--- src/crd_pkg.sv ---
// Shared types and constants for the camera response deframer.
package crd_pkg;

    localparam logic [7:0] CH_HASH = 8'h23;
    localparam logic [7:0] CH_E    = 8'h45;
    localparam logic [7:0] CH_N    = 8'h4E;
    localparam logic [7:0] CH_D    = 8'h44;
    localparam logic [7:0] CH_Y    = 8'h59;
    localparam logic [7:0] CMD_FW  = 8'h5A;
    localparam logic [7:0] CMD_MDL = 8'h57;
    localparam logic [7:0] CH_LOW  = 8'd32;
    localparam logic [7:0] CH_HIGH = 8'd126;
    localparam logic [5:0] MAX_TEXT = 6'd55;
    localparam logic [15:0] TIMEOUT_RESET = 16'd600;

    localparam logic [1:0] OP_BYTE = 2'd0;
    localparam logic [1:0] OP_TICK = 2'd1;
    localparam logic [1:0] OP_REQ  = 2'd2;

    localparam logic [2:0] ST_OK       = 3'd0;
    localparam logic [2:0] ST_SHORT    = 3'd1;
    localparam logic [2:0] ST_INVALID  = 3'd2;
    localparam logic [2:0] ST_LEN      = 3'd3;
    localparam logic [2:0] ST_FTIMEOUT = 3'd4;
    localparam logic [2:0] ST_RTIMEOUT = 3'd5;
    localparam logic [2:0] ST_OVERFLOW = 3'd6;

    localparam logic [1:0] ID_NONE = 2'd0;
    localparam logic [1:0] ID_FW   = 2'd1;
    localparam logic [1:0] ID_MDL  = 2'd2;

    typedef struct packed {
        logic [1:0] operation;
        logic [7:0] rx_byte;
    } t_in;

    typedef struct packed {
        logic        kind;
        logic [2:0]  status;
        logic [7:0]  op_code;
        logic [7:0]  command;
        logic        has_ack;
        logic [15:0] payload_length;
        logic [5:0]  text_length;
        logic [1:0]  identity;
        logic [7:0]  text_char;
        logic        request_ok;
        logic        last;
    } t_out;

    typedef struct packed {
        logic       store_byte;  // write byte at count, bump count
        logic       clr_count;
        logic       rd_en;       // issue RAM read at rd_addr
        logic       ld_byte;     // latch read data into target
        logic [2:0] ld_sel;
        logic       text_start;
        logic       text_step;   // consume one read payload byte
    } t_cmd;

    localparam logic [2:0] LD_OP   = 3'd0;
    localparam logic [2:0] LD_CMD  = 3'd1;
    localparam logic [2:0] LD_ACK  = 3'd2;
    localparam logic [2:0] LD_LENL = 3'd3;
    localparam logic [2:0] LD_LENH = 3'd4;

endpackage

--- src/crd_ram.sv ---
// Generic single-port-write, single-port-read RAM with registered read.
module crd_ram #(
    parameter int WIDTH = 8,
    parameter int DEPTH = 64
) (
    input  logic                     i_clk,
    input  logic                     i_we,
    input  logic [$clog2(DEPTH)-1:0] i_waddr,
    input  logic [WIDTH-1:0]         i_wdata,
    input  logic [$clog2(DEPTH)-1:0] i_raddr,
    output logic [WIDTH-1:0]         o_rdata
);
    logic [WIDTH-1:0] r_mem [DEPTH];
    logic [WIDTH-1:0] r_rdata;

    // write and registered read
    always_ff @(posedge i_clk) begin
        if (i_we) begin
            r_mem[i_waddr] <= i_wdata;
        end
        r_rdata <= r_mem[i_raddr];
    end
    assign o_rdata = r_rdata;
endmodule

--- src/crd_dp.sv ---
// Datapath: frame store, fill count, end marker window and header/text registers.
module crd_dp #(
    parameter int FRAME_DEPTH = 64
) (
    input  logic                    i_clk,
    input  logic                    i_rst_n,
    input  crd_pkg::t_cmd           i_cmd,
    input  logic [7:0]              i_byte,
    input  logic [$clog2(FRAME_DEPTH)-1:0] i_rd_addr,
    output logic [$clog2(FRAME_DEPTH+1)-1:0] o_count,
    output logic                    o_end_seen,
    output logic [7:0]              o_op,
    output logic [7:0]              o_cmd,
    output logic                    o_ack,
    output logic [15:0]             o_len,
    output logic [5:0]              o_tl,
    output logic                    o_text_ok,
    output logic [7:0]              o_text_char,
    output logic                    o_text_is_zero
);
    import crd_pkg::*;

    localparam int CW = $clog2(FRAME_DEPTH + 1);
    localparam int AW = $clog2(FRAME_DEPTH);

    logic [CW-1:0] r_count;
    logic [7:0]    r_w0, r_w1, r_w2;   // last three stored bytes
    logic [7:0]    r_op, r_cmdb, r_lenl, r_lenh;
    logic          r_ack;
    logic [5:0]    r_tl;
    logic          r_done;
    logic [7:0]    rdata;
    logic          printable;

    crd_ram #(.WIDTH(8), .DEPTH(FRAME_DEPTH)) u_store (
        .i_clk  (i_clk),
        .i_we   (i_cmd.store_byte),
        .i_waddr(r_count[AW-1:0]),
        .i_wdata(i_byte),
        .i_raddr(i_rd_addr),
        .o_rdata(rdata)
    );

    assign printable = (rdata >= CH_LOW) && (rdata <= CH_HIGH);

    // count, marker window, header and text count
    always_ff @(posedge i_clk) begin
        if (!i_rst_n) begin
            r_count <= '0;
        end else if (i_cmd.clr_count) begin
            r_count <= '0;
        end else if (i_cmd.store_byte) begin
            r_count <= r_count + CW'(1);
        end
        if (i_cmd.store_byte) begin
            r_w2 <= r_w1; r_w1 <= r_w0; r_w0 <= i_byte;
        end
        if (i_cmd.ld_byte) begin
            unique case (i_cmd.ld_sel)
                LD_OP:   r_op <= rdata;
                LD_CMD:  r_cmdb <= rdata;
                LD_ACK:  r_ack <= (rdata == CH_Y);
                LD_LENL: r_lenl <= rdata;
                default: r_lenh <= rdata;
            endcase
        end
        if (i_cmd.text_start) begin
            r_tl <= '0; r_done <= 1'b0;
        end else if (i_cmd.text_step && !r_done) begin
            if (rdata == 8'd0) r_done <= 1'b1;
            else if (printable && r_tl < MAX_TEXT) r_tl <= r_tl + 6'd1;
        end
    end

    assign o_count = r_count;
    assign o_end_seen = (r_count >= CW'(3)) && r_w2 == CH_E && r_w1 == CH_N && r_w0 == CH_D;
    assign o_op = r_op;
    assign o_cmd = r_cmdb;
    assign o_ack = r_ack;
    assign o_len = {r_lenh, r_lenl};
    assign o_tl = r_tl;
    assign o_text_ok = printable;
    assign o_text_char = rdata;
    assign o_text_is_zero = (rdata == 8'd0);
endmodule

--- config.mk ---
export PLATFORM = sky130hd
export DESIGN_NAME = crd_dp
export DESIGN_NICKNAME = d
export VERILOG_FILES = /design/src/crd_pkg.sv /design/src/crd_ram.sv /design/src/crd_dp.sv
export SDC_FILE = /design/constraint.sdc
export NUM_CORES = 1
export LEC_CHECK = 0
export ABC_AREA = 1
export BUFFER_PORTS_ARGS = -buffer_cell sky130_fd_sc_hd__buf_2
export CORE_MARGIN = 3
export CORE_UTILIZATION = 47
export DETAILED_ROUTE_END_ITERATION = 10
export MAX_ROUTING_LAYER = met4
export PLACE_DENSITY = 0.66
export SLEW_MARGIN = 15
export SYNTH_ARGS = -nofsm -noshare
export SYNTH_HDL_FRONTEND = slang
export SYNTH_SLANG_ARGS = --single-unit
--- constraint.sdc ---
create_clock -name i_clk -period 1.67 [get_ports i_clk]
set_input_delay 0.2505 -clock i_clk [delete_from_list [all_inputs] [get_ports i_clk]]
set_output_delay 0.2505 -clock i_clk [all_outputs]
set_load 0.005 [all_outputs]
==> qor.csv <==
metric,value,unit
rsz0062_at_grt,yes,
arrival,1.88,ns
synth_area,23900,um2
setup_ws,-0.461,ns
worstPathRequired,1.42,ns
cp-start-kind,flip-flop,
dieArea,53500,um2
path_clk_slew,0.06,ns
leakage,10.6,nW
final_core_util,57.1,%
grt_pass1_vias,15200,
numCtsBuffers,59,
relSlewSlack,44.5,%
ant_nets,0,
routedWlPerCell,20.1,um
start_util,48.1,%
grt_pass1_wl,89000,um
ir_worst_vdd,0.832,mV
setup_viol,3,
coreArea,49600,um2
max_cap_violations,0,
cts.sinks,591,
cts_root_buf,clkbuf_16,
first_iter_violations,1641,
synth_cells,2012,
async_flop_share,0,%
slew_viol_final,0,
cp_max_fo,2,
post-route-period-util,128,%
synth_edf_count,569,
fmax,469,MHz
h-tree-depth,2,
clk_path_buf_depth,3,
status,"complete, but fails checks",
fin_tns_setup,-0.643,ns
yosys_warnings,0,
finalNetCount,2245,
routed_via_density,5.37,
drc,0,
post-dp-hpwl,36700,um
grt_max_degree,66,
violations,negative setup slack,
period_minus_slack,2.13,ns
routabilityCongestion,0.899,
p_per_area,1120,nW/um2
skew,0.0140,ns
die_x,231,um
ys_seq_area_share,73.5,%
pre_cts_ws,-0.129,ns
whs,0.0361,ns
drt_wl_total,59000,um
grt-ovfl-total,0,
first_pass_iters,6,
cts_tree,yes,
area_growth,18.6,%
worst_pin_slew,0.833,ns
via_count,15700,
clkLatencyLatePin,0.61,ns
hold_viol_final,0,
endpoint_kind,primary output,
antenna_found_initial,1,
rows,81,
num_io_pins,82,
port_buffers,80,
syn_avg_cell_area,11.9,um2
hold_class,input pin to flip-flop,
synth_cell_types,24,
die_h,231,um
synth_ff_type,edfxtp_1,
grt_util_all_layers,22.6,%
layout-drive-gt1-share,16.8,%
ys_seq_elements,591,
path_class,flip-flop to primary output,
syn_nets,2039,
## critical path: stages (launching register included)
cell and delay (ns):
edfxtp_1 0.38, nor2_1 0.11, nand3b_1 0.09, nor4_2 0.17, nand3_1 0.16, a31oi_1 0.20, buf_2 0.15
## flip-flops by register name, indices dropped and copies added, names as in the netlist
signal           cells
o_ack                1
o_cmd                8
o_count              7
o_op                 8
o_tl                 6
r_done               1
r_lenh               8
r_lenl               8
r_w0                 8
r_w1                 8
r_w2                 8
u_store.o_rdata      8
u_store.r_mem      512
## path summary, 6_finish.rpt
kind / from / endpoint / slack, ns / cells after the start
min reg2reg: r_w0[3] / r_w1[3] / 0.45 / 0
max reg2reg: u_store.o_rdata[6] / r_done / 0.06 / 7
max: r_w0[5] / o_end_seen / -0.46 / 6
min: i_rst_n / o_count[5] / 0.04 / 5
## cells by family after synthesis
family | after synthesis | synth area share (%)
buf+inv | 163 | 3.90
compound gates | 18 | 0.399
xor+xnor | 4 | 0.147
flops | 591 | 73.5
fa+ha+maj | 2 | 0.105
simple gates | 1234 | 22.0
## layer usage
| metal | up-vias | GRT usage (%) | wire (um) |
|---|---|---|---|
| met2 | 585 | 36.2 | 28800 |
| met3 | 101 | 3.75 | 4360 |
| met5 | - | - | 0 |
| met4 | 0 | 7.71 | 1890 |
| met1 | 7605 | 29.6 | 24000 |
| li1 | 7449 | - | - |
## where the power goes
| group | leakage, nW | total (mW) | internal [mW] | switching, mW |
|---|---|---|---|---|
| clock | 0.930 | 13.1 | 7.65 | 5.43 |
| sequential | 5.33 | 16.5 | 16.4 | 0.0950 |
| combinational | 4.31 | 2.06 | 0.686 | 1.37 |
## final cells by class
class                   instances  area [um2]
well taps                     664         831
fillers                      3942       21300
inverters                      50         198
clock buffers                  72        1550
multi-input cells            1258        5490
diodes                          1        2.50
flip-flops and latches        591       17600
repair buffers                258        2280
clock inverters                38         377
## cell usage after synthesis (2+ instances only)
cell type | n | area, um2
inv_2 | 3 | 11.3
nor4_1 | 8 | 50.1
xor2_1 | 4 | 35.0
clkbuf_1 | 8 | 30.0
o21ai_0 | 3 | 15.0
nand3b_1 | 2 | 15.0
buf_4 | 8 | 60.1
nand2_1 | 682 | 2560
buf_2 | 67 | 335
nor2_1 | 84 | 315
nand3_1 | 442 | 2210
buf_6 | 24 | 270
ha_1 | 2 | 25.0
buf_8 | 2 | 30.0
edfxtp_1 | 569 | 17100
dfxtp_1 | 22 | 440
nand4_1 | 5 | 31.3
inv_1 | 46 | 173
nor3_1 | 11 | 55.1
a21oi_1 | 13 | 65.1
buf_1 | 4 | 15.0
## timing repair
item	CTS	global route
hold buffers	7	0
pin swaps	5	4
buffers inserted	7	2
hold endpoints to repair	23	0
setup endpoints to repair	54	370
resized for setup	20	38
## metrics by stage
stage	power [mW]	cell area [um2]	instances
finish	31.6	28300	2932
global route	32.7	28300	2932
CTS	31.8	28200	2929
detailed placement	18.8	26100	2805
global placement	18.7	26100	2805
floorplan	17.8	23900	2012
## cell usage in the layout, fill, tap and decap left out, types with 3 or more instances in the layout
cell | synthesis | final
nand2_1 | 682 | 680
xor2_1 | 4 | 4
buf_4 | 8 | 127
clkinv_2 | 0 | 10
nand4_1 | 5 | 5
buf_2 | 67 | 77
inv_2 | 3 | 10
nor3_2 | 0 | 5
nor2_2 | 0 | 4
buf_6 | 24 | 8
inv_1 | 46 | 37
nor3_1 | 11 | 5
o21ai_0 | 3 | 3
nor4_2 | 0 | 3
clkbuf_16 | 0 | 60
dfxtp_4 | 0 | 8
buf_12 | 0 | 39
nand3_1 | 442 | 442
dfxtp_1 | 22 | 9
bufinv_16 | 0 | 7
dlygate4sd3_1 | 0 | 7
clkinv_1 | 0 | 14
clkbuf_1 | 8 | 12
dfxtp_2 | 0 | 5
a21oi_1 | 13 | 13
nor2_1 | 84 | 76
nor2_4 | 0 | 4
nor4_1 | 8 | 5
clkinvlp_4 | 0 | 4
edfxtp_1 | 569 | 569
No activity file was read; power rests on OpenSTA's default activity.
